`src/sv/ps2ma_pkg.sv`:
```
// Shared opcodes, bit positions, widths and control types for the mouse packet assembler.
package ps2ma_pkg;

    localparam int ACC_WIDTH_DEF = 16;
    localparam int OUT_WIDTH     = 16;
    localparam int DELTA_WIDTH   = 9;

    localparam logic [1:0] OP_DATA  = 2'd0;
    localparam logic [1:0] OP_FETCH = 2'd1;
    localparam logic [1:0] OP_TAKE  = 2'd2;

    localparam int SYNC_BIT   = 3;
    localparam int XOVF_BIT   = 6;
    localparam int YOVF_BIT   = 7;
    localparam int BTN_LEFT   = 0;
    localparam int BTN_RIGHT  = 1;
    localparam int BTN_MIDDLE = 2;

    localparam logic signed [OUT_WIDTH-1:0] OUT_MAX = 16'sh7FFF;
    localparam logic signed [OUT_WIDTH-1:0] OUT_MIN = 16'sh8000;

    typedef struct packed {
        logic add_en;
        logic clear_en;
    } acc_ctrl_t;

endpackage

```
`src/sv/ps2_mouse_packet_assembler.sv`:
```
// Top level: PS/2 mouse three-byte packet framing, delta accumulation and request handling.
// Takes one request per cycle unless a result stalls: an item enters an input register, is decoded
// against the framing and accumulator state by combinational logic, and a fetch or take lands in an
// output register while the next item is already accepted. A stalled result holds the item that
// needs the output and every item behind it. Throughput is one item per clock while no result
// stalls; a result passes the input register, then the output register. Bytes with a link error
// restart framing; a first byte without the sync bit is dropped; overflowed axes are not added.
module ps2_mouse_packet_assembler
    import ps2ma_pkg::*;
#(
    parameter int ACC_WIDTH = ACC_WIDTH_DEF
) (
    input  logic                        aclk,
    input  logic                        aresetn,
    input  logic                        s_valid,
    output logic                        s_ready,
    input  logic [1:0]                  s_opcode,
    input  logic [7:0]                  s_byte_value,
    input  logic                        s_link_error,
    output logic                        m_valid,
    input  logic                        m_ready,
    output logic signed [OUT_WIDTH-1:0] m_delta_x_out,
    output logic signed [OUT_WIDTH-1:0] m_delta_y_out,
    output logic [2:0]                  m_buttons_out,
    output logic                        m_packet_valid,
    output logic [7:0]                  m_packet_flags,
    output logic signed [7:0]           m_packet_x,
    output logic signed [7:0]           m_packet_y
);

    // input register
    logic       in_valid_reg;
    logic [1:0] in_opcode_reg;
    logic [7:0] in_byte_reg;
    logic       in_err_reg;

    // framing state
    logic [7:0] bytes_reg [3];
    logic [7:0] bytes_next [3];
    logic [1:0] index_reg, index_next;
    logic [2:0] buttons_reg, buttons_next;
    logic       ready_reg, ready_next;

    // output register
    logic                        out_valid_reg;
    logic signed [OUT_WIDTH-1:0] out_dx_reg, out_dy_reg;
    logic [2:0]                  out_buttons_reg;
    logic                        out_pvalid_reg;
    logic [7:0]                  out_flags_reg, out_x_reg, out_y_reg;

    logic signed [OUT_WIDTH-1:0] res_dx, res_dy;
    logic [2:0]                  res_buttons;
    logic                        res_pvalid;
    logic [7:0]                  res_flags, res_x, res_y;

    logic       has_result;
    logic       advance;
    logic [1:0] index_eff;

    acc_ctrl_t                     ctrl_x, ctrl_y;
    logic signed [DELTA_WIDTH-1:0] delta_x, delta_y;
    logic signed [OUT_WIDTH-1:0]   clamp_x, clamp_y;

    assign has_result = in_valid_reg
                      && ((in_opcode_reg == OP_FETCH) || (in_opcode_reg == OP_TAKE));
    assign advance    = in_valid_reg && (!has_result || !out_valid_reg || m_ready);
    assign s_ready    = !in_valid_reg || advance;

    assign index_eff = (index_reg > 2'd2) ? 2'd0 : index_reg;
    assign delta_x   = DELTA_WIDTH'(signed'(bytes_reg[1]));
    assign delta_y   = -DELTA_WIDTH'(signed'(in_byte_reg));

    always_comb begin
        bytes_next   = bytes_reg;
        index_next   = index_reg;
        buttons_next = buttons_reg;
        ready_next   = ready_reg;
        ctrl_x       = '0;
        ctrl_y       = '0;
        res_dx       = '0;
        res_dy       = '0;
        res_buttons  = '0;
        res_pvalid   = 1'b0;
        res_flags    = '0;
        res_x        = '0;
        res_y        = '0;
        if (advance) begin
            case (in_opcode_reg)
                OP_DATA: begin
                    if (in_err_reg) begin
                        index_next = 2'd0;
                    end else if (index_eff == 2'd0 && !in_byte_reg[SYNC_BIT]) begin
                        index_next = index_eff;
                    end else begin
                        bytes_next[index_eff] = in_byte_reg;
                        index_next = index_eff + 2'd1;
                        if (index_eff == 2'd2) begin
                            index_next = 2'd0;
                            ready_next = 1'b1;
                            buttons_next[BTN_LEFT]   = bytes_reg[0][BTN_LEFT];
                            buttons_next[BTN_RIGHT]  = bytes_reg[0][BTN_RIGHT];
                            buttons_next[BTN_MIDDLE] = bytes_reg[0][BTN_MIDDLE];
                            ctrl_x.add_en = !bytes_reg[0][XOVF_BIT];
                            ctrl_y.add_en = !bytes_reg[0][YOVF_BIT];
                        end
                    end
                end
                OP_FETCH: begin
                    res_dx          = clamp_x;
                    res_dy          = clamp_y;
                    res_buttons     = buttons_reg;
                    ctrl_x.clear_en = 1'b1;
                    ctrl_y.clear_en = 1'b1;
                end
                OP_TAKE: begin
                    if (ready_reg) begin
                        res_buttons = buttons_reg;
                        res_pvalid  = 1'b1;
                        res_flags   = bytes_reg[0];
                        res_x       = bytes_reg[1];
                        res_y       = bytes_reg[2];
                        ready_next  = 1'b0;
                    end
                end
                default: begin
                    // ignored opcode: drop
                end
            endcase
        end
    end

    ps2ma_accum #(.ACC_WIDTH(ACC_WIDTH)) u_accum_x (
        .aclk      (aclk),
        .aresetn   (aresetn),
        .ctrl      (ctrl_x),
        .delta     (delta_x),
        .clamp_out (clamp_x)
    );

    ps2ma_accum #(.ACC_WIDTH(ACC_WIDTH)) u_accum_y (
        .aclk      (aclk),
        .aresetn   (aresetn),
        .ctrl      (ctrl_y),
        .delta     (delta_y),
        .clamp_out (clamp_y)
    );

    always_ff @(posedge aclk) begin
        if (!aresetn) begin
            in_valid_reg  <= 1'b0;
            bytes_reg[0]  <= '0;
            bytes_reg[1]  <= '0;
            bytes_reg[2]  <= '0;
            index_reg     <= '0;
            buttons_reg   <= '0;
            ready_reg     <= 1'b0;
            out_valid_reg <= 1'b0;
        end else begin
            if (s_ready) begin
                in_valid_reg <= s_valid;
            end
            bytes_reg   <= bytes_next;
            index_reg   <= index_next;
            buttons_reg <= buttons_next;
            ready_reg   <= ready_next;
            if (advance && has_result) begin
                out_valid_reg <= 1'b1;
            end else if (m_ready) begin
                out_valid_reg <= 1'b0;
            end
        end
    end

    always_ff @(posedge aclk) begin
        if (s_ready && s_valid) begin
            in_opcode_reg <= s_opcode;
            in_byte_reg   <= s_byte_value;
            in_err_reg    <= s_link_error;
        end
        if (advance && has_result) begin
            out_dx_reg      <= res_dx;
            out_dy_reg      <= res_dy;
            out_buttons_reg <= res_buttons;
            out_pvalid_reg  <= res_pvalid;
            out_flags_reg   <= res_flags;
            out_x_reg       <= res_x;
            out_y_reg       <= res_y;
        end
    end

    assign m_valid        = out_valid_reg;
    assign m_delta_x_out  = out_dx_reg;
    assign m_delta_y_out  = out_dy_reg;
    assign m_buttons_out  = out_buttons_reg;
    assign m_packet_valid = out_pvalid_reg;
    assign m_packet_flags = out_flags_reg;
    assign m_packet_x     = signed'(out_x_reg);
    assign m_packet_y     = signed'(out_y_reg);

endmodule

```
`src/sv/ps2ma_accum.sv`:
```
// Saturating movement accumulator with clear and a 16-bit clamped view.
module ps2ma_accum
    import ps2ma_pkg::*;
#(
    parameter int ACC_WIDTH = ACC_WIDTH_DEF
) (
    input  logic                          aclk,
    input  logic                          aresetn,
    input  acc_ctrl_t                     ctrl,
    input  logic signed [DELTA_WIDTH-1:0] delta,
    output logic signed [OUT_WIDTH-1:0]   clamp_out
);

    localparam int SUM_WIDTH = ACC_WIDTH + 1;
    localparam logic signed [ACC_WIDTH-1:0] ACC_MAX = {1'b0, {(ACC_WIDTH-1){1'b1}}};
    localparam logic signed [ACC_WIDTH-1:0] ACC_MIN = {1'b1, {(ACC_WIDTH-1){1'b0}}};

    logic signed [ACC_WIDTH-1:0] acc_reg;
    logic signed [ACC_WIDTH-1:0] acc_next;
    logic signed [SUM_WIDTH-1:0] sum;
    logic signed [ACC_WIDTH-1:0] sum_sat;

    always_comb begin
        sum = SUM_WIDTH'(acc_reg) + SUM_WIDTH'(delta);
        // top two bits disagree: the add left the accumulator range
        if (sum[SUM_WIDTH-1] != sum[SUM_WIDTH-2]) begin
            sum_sat = sum[SUM_WIDTH-1] ? ACC_MIN : ACC_MAX;
        end else begin
            sum_sat = sum[ACC_WIDTH-1:0];
        end
    end

    always_comb begin
        acc_next = acc_reg;
        if (ctrl.clear_en) begin
            acc_next = '0;
        end else if (ctrl.add_en) begin
            acc_next = sum_sat;
        end
    end

    always_ff @(posedge aclk) begin
        if (!aresetn) begin
            acc_reg <= '0;
        end else begin
            acc_reg <= acc_next;
        end
    end

    generate
        if (ACC_WIDTH <= OUT_WIDTH) begin : g_extend
            assign clamp_out = OUT_WIDTH'(acc_reg);
        end else begin : g_clamp
            logic hi_same;
            assign hi_same = (&acc_reg[ACC_WIDTH-1:OUT_WIDTH-1])
                           | ~(|acc_reg[ACC_WIDTH-1:OUT_WIDTH-1]);
            assign clamp_out = hi_same ? acc_reg[OUT_WIDTH-1:0]
                             : (acc_reg[ACC_WIDTH-1] ? OUT_MIN : OUT_MAX);
        end
    endgenerate

endmodule
```
`config.mk`:
```
export PLATFORM = sky130hd
export DESIGN_NAME = ps2_mouse_packet_assembler
export DESIGN_NICKNAME = d
export VERILOG_FILES = /design/src/sv/ps2ma_pkg.sv /design/src/sv/ps2_mouse_packet_assembler.sv /design/src/sv/ps2ma_accum.sv
export SDC_FILE = /design/constraint.sdc
export NUM_CORES = 1
export LEC_CHECK = 0
export BUFFER_PORTS_ARGS = -buffer_cell sky130_fd_sc_hd__buf_2
export CORE_AREA = 2 2 116 118
export DETAILED_ROUTE_END_ITERATION = 8
export DIE_AREA = 0 0 118 120
export PLACE_DENSITY = 0.84
export SLEW_MARGIN = 0
export SYNTH_ARGS = -nofsm -noshare
export SYNTH_HDL_FRONTEND = slang
export SYNTH_HIERARCHICAL = 1
export SYNTH_SLANG_ARGS = --single-unit
```
`constraint.sdc`:
```
create_clock -name aclk -period 11 [get_ports aclk]
set_clock_uncertainty 0.1 [all_clocks]
set_input_delay 2.2 -clock aclk [delete_from_list [all_inputs] [get_ports aclk]]
set_output_delay 2.2 -clock aclk [all_outputs]
set_load 0.05 [all_outputs]
```
==> flow_metrics.py, run 1 <==
metrics = {
    "min_path": {
        "hold_class": "flop to flop",
        "hold_depth": 2,
        "holdCritStartpoint": "buttons_reg[2]$_SDFFE_PN0P_",
        "whs_endpoint": "buttons_reg[2]$_SDFFE_PN0P_",
    },
    "setup_path": {
        "cp.arrival_ns": 3.05,
        "rrSetupSlack_ns": 7.00,
        "criticalPathCategory": "input port to primary output",
        "crit_fanout": 5,
        "startpoint": "m_ready",
        "reg2reg_depth": 12,
        "end_kind": "primary output",
        "cp.required_ns": 8.70,
        "reg2reg_to": "u_accum_y/clamp_out[14]$_SDFFE_PP0P_",
        "cp-start-kind": "input port",
        "rr_startpoint": "in_byte_reg[3]$_DFFE_PP_",
    },
    "place": {
        "dp_hpwl_um": 10310,
        "gp_congestion": 0.9076,
        "preCtsSetupSlack_ns": 5.663,
        "portBuffers": 76,
    },
    "power_and_ir_drop": {
        "combPwrFrac": 0.061,
        "vdd_drop_max_mv": 0.08591,
        "power_density_mw_per_mm2": 142.8,
        "p_leak_nw": 3.221,
        "p_sw_uw": 272.2,
        "intPower_uw": 866.9,
        "pwr-share-seq": 0.477,
        "p_sw_frac": 0.2390,
        "clkPwrFrac": 0.461,
    },
    "route": {
        "final_antenna_net_count": 0,
        "drt_iter0_drc": 271,
        "vias": 4909,
        "route.detailed.vias_per_inst": 5.497,
        "route.detailed.drc": 0,
        "drt-total-wl_um": 13850,
        "wl_per_cell_um": 15.51,
        "first_pass_iters": 5,
    },
    "floorplan": {
        "initial_core_util": 0.5369,
        "coreArea_mm2": 0.01298,
        "pin_count": 77,
        "rows": 42,
        "die_w_um": 118,
        "die_h_um": 120,
        "die_area_mm2": 0.01416,
    },
    "synth": {
        "synth_edf_count": 71,
        "async_flop_share": 0,
        "synth_seq_cells": 135,
        "postSynthAreaPerCell_um2": 10.98,
        "syn_area_mm2": 0.006969,
        "yosysSeqAreaShare": 0.4898,
        "ys_types": 66,
        "yosysWarningCount": 6,
        "synth_ff_type": "edfxtp_1",
        "syn_nets": 690,
        "synth_cells": 635,
    },
    "cells_and_area": {
        "multiInputGateArea_mm2": 0.003337,
        "largest_reg_flops": 24,
        "drive_gt1_frac": 0.1953,
        "final.fill_count": 1012,
        "syn_to_final_growth_pct": 14.47,
        "register_area_mm2": 0.003413,
        "layout.nets": 759,
        "insertedDiodeCount": 0,
    },
    "clock_tree": {
        "cts_setup_buffers": 0,
        "clock_latency_ns": 0.42,
        "ctsResizeCount": 0,
        "cts.sink_count": 135,
        "postCtsHoldBufs": 0,
        "root_buffer": "clkbuf_16",
        "cts_made_buffers": 17,
        "cts.reportedPaths.clkPinSlew_ns": 0.06,
        "clockBufferDepth": 2,
        "h-tree-depth": 4,
        "cts_tree": "yes",
    },
    "grt": {
        "grt_pass1_vias": 4816,
        "antenna_found_initial": 0,
        "grt_overflow": 0,
        "grt_util_all_layers": 0.2053,
        "grt_max_degree": 44,
        "grt_pass1_wl_um": 22940,
    },
    "sta": {
        "setup_violations": 0,
        "hold_violations": 0,
        "rsz0062_at_grt": "no",
        "max_slew_margin": 0.2300,
        "finalSetupTns_ns": 0,
        "period_minus_slack_ns": 5.349,
        "worstMarginPinSlew_ns": 1.123,
        "fin_ws_ns": 5.651,
        "drv_slew": 0,
        "fin_hold_ws_ns": 0.3560,
        "fin_crit_sh": 0.4863,
        "fmax_ghz": 0.1870,
    },
    "run": {
        "cap_violations": 0,
    },
    "outcome": {
        "outcome": "finished clean",
    },
}
==> cell usage after synthesis (3+ instances only) <==
cell type / instances / area share
a211o_1: 4 / 0.0050
a211oi_1: 6 / 0.0065
a21o_1: 6 / 0.0065
a21oi_1: 26 / 0.019
a21oi_2: 4 / 0.0050
a221o_1: 18 / 0.026
a22o_1: 4 / 0.0050
a311o_1: 4 / 0.0057
and2_1: 69 / 0.062
and3_1: 5 / 0.0045
buf_2: 9 / 0.0065
buf_6: 6 / 0.0097
clkbuf_1: 9 / 0.0048
dfxtp_1: 64 / 0.18
edfxtp_1: 71 / 0.31
ha_1: 38 / 0.068
inv_1: 18 / 0.0097
mux2i_1: 27 / 0.039
nand2_1: 58 / 0.031
nand2b_1: 8 / 0.0072
nand3_1: 11 / 0.0079
nand4_1: 4 / 0.0036
nor2_1: 43 / 0.023
nor2b_1: 8 / 0.0072
nor3_1: 5 / 0.0036
nor3b_1: 3 / 0.0032
o211ai_1: 3 / 0.0032
o21a_1: 6 / 0.0065
o21ai_0: 6 / 0.0043
o21ai_1: 10 / 0.0072
xnor2_1: 10 / 0.013
xor2_1: 20 / 0.025
==> power by group through the flow <==
stage	Combinational, mW	Sequential, mW	Clock (mW)
detailed placement	0.0701	0.554	0
finish	0.0699	0.544	0.526
global placement	0.0688	0.554	0
global route	0.0757	0.544	0.555
CTS	0.0703	0.544	0.533
floorplan	0.0329	0.575	0
==> worst max-delay path by stage <==
stage	cells after the start	to
2_1_floorplan	2	m_buttons_out[0]$_SDFFCE_PN0P_
3_3_place_gp	4	s_ready
3_5_place_dp	4	s_ready
4_1_cts	4	s_ready
5_1_grt	4	s_ready
6_report	4	s_ready
==> critical path, stage by stage <==
cell and delay (ns):
buf_2 0.10, nor2b_1 0.36, nand3_1 0.15, buf_2 0.24
==> layer usage <==
layer | vias up | global-route usage | share of wire
li1 | 2436 | - | -
met1 | 2318 | 0.2549 | 0.44
met2 | 132 | 0.3427 | 0.49
met3 | 23 | 0.04848 | 0.051
met4 | 0 | 0.09036 | 0.023
met5 | - | 0 | 0
==> cell families (layout without fill, tap and decap cells) <==
group	after synthesis	count (layout)	synth area share
XOR/XNOR	32	32	0.04237
AO/OA/AOI/OAI	119	119	0.1346
adder cells (fa/ha/maj)	42	42	0.07684
AND/OR/NAND/NOR	235	235	0.1851
buffers and inverters	45	127	0.03249
multiplexers	27	27	0.03878
flip-flops	135	135	0.4898
==> per-stage QoR <==
stage	util	instances	area, µm²	power, mW
global placement	0.5721	861	7426	0.6224
finish	0.6146	893	7978	1.139
CTS	0.6146	893	7978	1.147
floorplan	-	635	6969	0.6082
global route	0.6146	893	7978	1.175
detailed placement	0.5721	861	7426	0.6244
==> cells in the final DEF, fill, tap and decap left out, drive strengths merged, types with 7 or more instances in the layout <==
master	Yosys	final
xnor2	10	10
nor2b	9	9
nand2	59	59
clkbuf	10	18
a221o	18	18
edfxtp	71	71
o21ai	18	18
buf	17	77
and3	7	7
nor3	8	8
dfxtp	64	64
mux2i	27	27
and2	69	69
nand2b	9	9
a21oi	30	30
inv	18	23
nand3	11	11
nor2	45	45
a211oi	8	8
ha	38	38
xor2	22	22
==> layout make-up <==
type	count	share of cell area
Clock inverter	14	0.01537
Timing Repair Buffer	77	0.04862
Tap cell	176	0.02760
Clock buffer	18	0.05380
Multi-Input combinational cell	455	0.4183
Inverter	18	0.008469
Sequential cell	135	0.4279
Power figures use the tool's default switching activity.
==> inputs of run 2 (changes only) <==
--- a/config.mk
+++ b/config.mk
@@ -6,9 +6,9 @@
 export NUM_CORES = 1
 export LEC_CHECK = 0
 export BUFFER_PORTS_ARGS = -buffer_cell sky130_fd_sc_hd__buf_2
-export CORE_AREA = 2 2 116 118
+export CORE_AREA = 2 2 118 120
 export DETAILED_ROUTE_END_ITERATION = 8
-export DIE_AREA = 0 0 118 120
+export DIE_AREA = 0 0 120 122
 export PLACE_DENSITY = 0.84
 export SLEW_MARGIN = 0
 export SYNTH_ARGS = -nofsm -noshare
==> constraint.sdc (replaced) <==
create_clock -name aclk -period 4.3 [get_ports aclk]
set_clock_uncertainty 0.1 [all_clocks]
set_input_delay 0.86 -clock aclk [delete_from_list [all_inputs] [get_ports aclk]]
set_output_delay 0.86 -clock aclk [all_outputs]
set_load 0.05 [all_outputs]
==> run 2 against run 1 <==
Critical endpoint is now u_accum_y/clamp_out[12]$_SDFFE_PP0P_; largest power group is now clock; critical path depth up 10; core utilization shrank 1.7 points; sequential power rose to 2.6 times the previous value.
==> flow_metrics.py, run 2 (synthesized netlist as in run 1, its figures left out) <==
metrics = {
    "place": {
        "portBuffers": 76,
        "gp_congestion": 0.9524,
        "preCtsSetupSlack_ns": 0.7579,
        "dp_hpwl_um": 10400,
    },
    "setup_path": {
        "reg2reg_to": "u_accum_y/clamp_out[12]$_SDFFE_PP0P_",
        "criticalPathCategory": "flop to flop",
        "startpoint": "in_byte_reg[0]$_DFFE_PP_",
        "cpPeakStageDelay_ns": 0.50,
        "crit_fanout": 13,
        "reg2reg_depth": 14,
        "rrSetupSlack_ns": 0.70,
        "crit_slowest_cell": "nor2_1",
        "rr_startpoint": "in_byte_reg[0]$_DFFE_PP_",
        "end_kind": "flop",
        "cp.arrival_ns": 3.81,
        "cp.required_ns": 4.51,
        "cp-start-kind": "flop",
        "crit_chain": "inv_1, ha_1, nand3_1, nor2_1, nor2_1, ha_1, a21oi_2, o21ai_1, a211oi_2, o31ai_4, mux2i_1, buf_4, and2_1, a221o_1",
    },
    "clock_tree": {
        "root_buffer": "clkbuf_16",
        "ctsResizeCount": 0,
        "h-tree-depth": 4,
        "cts_tree": "yes",
        "clockBufferDepth": 2,
        "cts_setup_buffers": 0,
        "postCtsHoldBufs": 0,
        "cts_made_buffers": 17,
        "cts.sink_count": 135,
        "clock_latency_ns": 0.43,
        "cts.reportedPaths.clkPinSlew_ns": 0.06,
    },
    "sta": {
        "period_minus_slack_ns": 3.596,
        "setup_violations": 0,
        "rsz0062_at_grt": "no",
        "fin_hold_ws_ns": 0.3545,
        "fmax_ghz": 0.2781,
        "worstMarginPinSlew_ns": 1.104,
        "hold_violations": 0,
        "fin_crit_sh": 0.8364,
        "finalSetupTns_ns": 0,
        "max_slew_margin": 0.2604,
        "fin_ws_ns": 0.7037,
        "drv_slew": 0,
    },
    "cells_and_area": {
        "final_cell_mix": "76 x buf_2, 71 x edfxtp_1, 69 x and2_1, 64 x dfxtp_1, 58 x nand2_1",
        "layout.nets": 762,
        "insertedDiodeCount": 0,
        "drive_gt1_frac": 0.2014,
        "final_common_cell": "buf_2",
        "syn_to_final_growth_pct": 15.82,
        "utilization": 0.5977,
        "largest_reg_flops": 24,
    },
    "min_path": {
        "hold_class": "flop to flop",
        "hold_depth": 2,
        "holdCritStartpoint": "bytes_reg[1]$_SDFFE_PN0P_",
        "whs_endpoint": "bytes_reg[1]$_SDFFE_PN0P_",
    },
    "run": {
        "cap_violations": 0,
    },
    "grt": {
        "grt_pass1_wl_um": 23540,
        "grt_util_all_layers": 0.2047,
        "antenna_found_initial": 0,
        "grt_pass1_vias": 4891,
        "grt_overflow": 0,
        "grt_max_degree": 44,
    },
    "power_and_ir_drop": {
        "p_sw_frac": 0.2366,
        "pwr-share-seq": 0.452,
        "p_leak_nw": 3.272,
        "p_sw_uw": 727.6,
        "combPwrFrac": 0.060,
        "clkPwrFrac": 0.488,
        "total_power_mw": 3.076,
        "vdd_drop_max_mv": 0.2659,
        "intPower_mw": 2.348,
        "power_density_mw_per_mm2": 381.1,
    },
    "route": {
        "vias": 4963,
        "final_antenna_net_count": 0,
        "route.detailed.vias_per_inst": 5.514,
        "drt-total-wl_um": 14300,
        "route.detailed.drc": 0,
        "drt_iter0_drc": 307,
        "first_pass_iters": 5,
        "wl_per_cell_um": 15.89,
    },
    "floorplan": {
        "die_w_um": 120,
        "rows": 43,
        "die_area_mm2": 0.01464,
        "die_h_um": 122,
        "initial_core_util": 0.5161,
        "coreArea_mm2": 0.01350,
        "pin_count": 77,
    },
    "outcome": {
        "outcome": "finished clean",
    },
}
[run 2: area by class of cell]
type	count	area, µm²
fillers	1076	5433
clock buffers	17	425.4
multi-input cells	455	3337
repair buffers	80	410.4
clock inverters	15	192.7
well taps	180	225.2
inverters	18	67.56
flip-flops and latches	135	3413
[run 2: power by group through the flow]
stage | clock (mW) | combinational (mW) | sequential (mW)
floorplan | 0 | 0.0843 | 1.47
global placement | 0 | 0.179 | 1.42
detailed placement | 0 | 0.183 | 1.42
CTS | 1.52 | 0.184 | 1.39
global route | 1.58 | 0.196 | 1.39
finish | 1.50 | 0.184 | 1.39
[run 2: per-stage QoR]
stage	std cells	area, µm²
after floorplan	635	6969
after global placement	868	7453
after detailed placement	868	7453
after CTS	900	8071
after global routing	900	8071
final	900	8071
[run 2: worst max-delay path, delay by kind of cell (launching register included)]
family | cells | cell delay [ns]
flops | 1 | 0.44
fa+ha+maj | 2 | 0.64
simple gates | 4 | 0.83
buf+inv | 2 | 0.26
mux | 1 | 0.14
compound gates | 5 | 1.04
[run 2: metal layers]
layer / track usage / part of all wire / vias up
met2: 0.3416 / 0.50 / 131
met1: 0.2514 / 0.43 / 2359
met5: 0 / 0 / -
met4: 0.09559 / 0.023 / 0
li1: - / - / 2438
met3: 0.04869 / 0.050 / 35
[run 2: worst max-delay path by stage]
| stage | to | depth (start not counted) |
|---|---|---|
| 2_1_floorplan | m_buttons_out[0]$_SDFFCE_PN0P_ | 2 |
| 3_3_place_gp | u_accum_y/clamp_out[12]$_SDFFE_PP0P_ | 14 |
| 3_5_place_dp | u_accum_y/clamp_out[12]$_SDFFE_PP0P_ | 14 |
| 4_1_cts | u_accum_y/clamp_out[12]$_SDFFE_PP0P_ | 14 |
| 5_1_grt | u_accum_y/clamp_out[12]$_SDFFE_PP0P_ | 13 |
| 6_report | u_accum_y/clamp_out[12]$_SDFFE_PP0P_ | 14 |
==> inputs of run 3 (changes only) <==
==> constraint.sdc (replaced) <==
create_clock -name aclk -period 2.89 [get_ports aclk]
set_clock_uncertainty 0.1 [all_clocks]
set_input_delay 0.578 -clock aclk [delete_from_list [all_inputs] [get_ports aclk]]
set_output_delay 0.578 -clock aclk [all_outputs]
set_load 0.05 [all_outputs]
==> run 3 against run 2 <==
The flow now finishes with violations (setup timing); critical endpoint unchanged; register-to-register slack got worse by 0.89 ns; maximum frequency rose by 17%; routed wire length rose by 6.1%; sequential power rose by 49%; setup slack got worse by 0.89 ns; hold slack got worse by 0.13 ns; largest power group unchanged.
==> flow_metrics.py, run 3 (synthesized netlist as in run 1, its figures left out) <==
metrics = {
    "place": {
        "dp_hpwl_um": 10920,
        "gp_congestion": 0.9373,
        "dp_cells": 920,
        "dpl_cell_area_mm2": 0.007924,
        "portBuffers": 76,
    },
    "sta": {
        "fin_crit_sh": 1.066,
        "worstMarginPinSlew_ns": 1.061,
        "max_slew_margin": 0.2895,
        "fin_ws_ns": -0.1895,
        "setup_violations": 15,
        "fmax_ghz": 0.3247,
        "drv_slew": 0,
        "hold_violations": 0,
        "period_minus_slack_ns": 3.080,
        "rsz0062_at_grt": "yes",
    },
    "cells_and_area": {
        "final_cell_mix": "76 x buf_2, 71 x edfxtp_1, 68 x and2_1, 64 x dfxtp_1, 60 x buf_4",
        "insertedDiodeCount": 0,
        "utilization": 0.6480,
        "layout.nets": 823,
        "drive_gt1_frac": 0.3073,
        "final_common_cell": "buf_2",
        "syn_to_final_growth_pct": 25.57,
        "largest_reg_flops": 24,
        "post-route-cell-area_mm2": 0.008751,
        "final_cell_count_no_fill": 961,
    },
    "setup_path": {
        "startpoint": "in_byte_reg[0]$_DFFE_PP_",
        "crit_fanout": 7,
        "criticalPathCategory": "flop to flop",
        "cp-start-kind": "flop",
        "cp.arrival_ns": 3.29,
        "crit_slowest_cell": "edfxtp_1",
        "reg2reg_to": "u_accum_y/clamp_out[12]$_SDFFE_PP0P_",
        "cp.depth": 12,
        "cp.required_ns": 3.10,
        "crit_buf_inv": 1,
        "critPathTopFamily": "compound AO/OA/AOI/OAI gates",
        "reg2reg_depth": 12,
        "crit_chain": "nor3_2, nor3b_2, xnor2_1, ha_1, nand2_1, o21ai_2, o21ai_2, o31ai_4, mux2i_1, buf_4, and2_1, a221o_1",
        "cpPeakStageDelay_ns": 0.43,
        "crit_path_frequent_cell": "o21ai_2",
        "end_kind": "flop",
        "rr_startpoint": "in_byte_reg[0]$_DFFE_PP_",
        "rrSetupSlack_ns": -0.19,
    },
    "route": {
        "wl_met3_um": 663,
        "route.detailed.vias_per_inst": 5.390,
        "vias": 5180,
        "route.detailed.drc": 0,
        "routed.top_layer": "met4",
        "m1WireLength_um": 6434,
        "drt-total-wl_um": 15170,
        "final_antenna_net_count": 0,
        "first_pass_iters": 4,
        "wl_per_cell_um": 15.79,
        "dr_wl_met2_um": 7635,
        "drt_iter0_drc": 241,
    },
    "clock_tree": {
        "root_buffer": "clkbuf_16",
        "cts_made_buffers": 17,
        "cts.reportedPaths.clkPinSlew_ns": 0.06,
        "cts_tree": "yes",
        "h-tree-depth": 4,
        "clock_latency_ns": 0.42,
        "cts.sink_count": 135,
        "clockBufferDepth": 2,
    },
    "grt": {
        "grt_overflow": 0,
        "grt_pass1_vias": 5273,
        "grt_max_degree": 61,
        "antenna_found_initial": 0,
        "grt_pass1_wl_um": 24980,
        "grt_util_all_layers": 0.2179,
    },
    "floorplan": {
        "die_area_mm2": 0.01464,
        "coreArea_mm2": 0.01350,
        "die_w_um": 120,
        "die_h_um": 122,
        "pin_count": 77,
        "initial_core_util": 0.5161,
        "rows": 43,
    },
    "outcome": {
        "violations": "setup timing",
        "outcome": "complete, but fails checks",
    },
    "min_path": {
        "holdCritStartpoint": "s_byte_value[3]",
        "hold_class": "input port to flop",
        "whs_endpoint": "in_byte_reg[3]$_DFFE_PP_",
        "hold_depth": 1,
    },
    "power_and_ir_drop": {
        "power_density_mw_per_mm2": 521.0,
        "vdd_drop_max_mv": 0.2540,
        "p_leak_nw": 3.578,
    },
    "run": {
        "cap_violations": 0,
    },
}
[run 3: timing repair]
item,in CTS,in global routing
buffers inserted,8,0
hold buffers,0,0
gates cloned,1,0
endpoints found under the setup margin,15,21
pin swaps,18,1
gates resized for setup,26,4
[run 3: layout make-up]
| cell class | count | area [µm²] |
|---|---|---|
| timing repair buffer | 140 | 902.1 |
| tap | 180 | 225.2 |
| clock inverter | 15 | 165.2 |
| multi-input combinational | 456 | 3552 |
| clock buffer | 17 | 425.4 |
| fill | 1019 | 4753 |
| sequential | 135 | 3413 |
| inverter | 18 | 67.56 |
[run 3: report_power, final]
part           total, mW  switching (mW)  internal (mW)
Combinational      0.345           0.227          0.118
Sequential          2.07          0.0172           2.05
Clock               2.15           0.861           1.29
Total               4.56            1.11           3.45
[run 3: worst max-delay path by stage]
stage	endpoint	slack (ns)
2_1_floorplan	u_accum_y/clamp_out[2]$_SDFFE_PP0P_	-0.02
4_1_cts	u_accum_y/clamp_out[12]$_SDFFE_PP0P_	-0.13
3_3_place_gp	u_accum_y/clamp_out[12]$_SDFFE_PP0P_	-0.14
3_5_place_dp	u_accum_y/clamp_out[12]$_SDFFE_PP0P_	-0.18
5_1_grt	u_accum_y/clamp_out[12]$_SDFFE_PP0P_	-0.34
6_report	u_accum_y/clamp_out[12]$_SDFFE_PP0P_	-0.19
[run 3: routing by layer]
layer / global-route usage / vias up
met5: 0 / -
met4: 0.1022 / 0
met3: 0.04963 / 40
met2: 0.3754 / 125
met1: 0.2589 / 2450
li1: - / 2565
[run 3: through the flow]
stage	total power, mW	worst slack, ns	setup TNS, ns	hold slack, ns
finish	4.559	-0.1895	-1.891	0.2256
global route	4.699	-0.3439	-4.406	0.2111
CTS	4.577	-0.1348	-1.040	0.2081
detailed placement	2.424	-0.1786	-2.126	0.3483
global placement	2.416	-0.1373	-1.271	0.3412
floorplan	2.319	-0.01807	-0.1442	0.3301
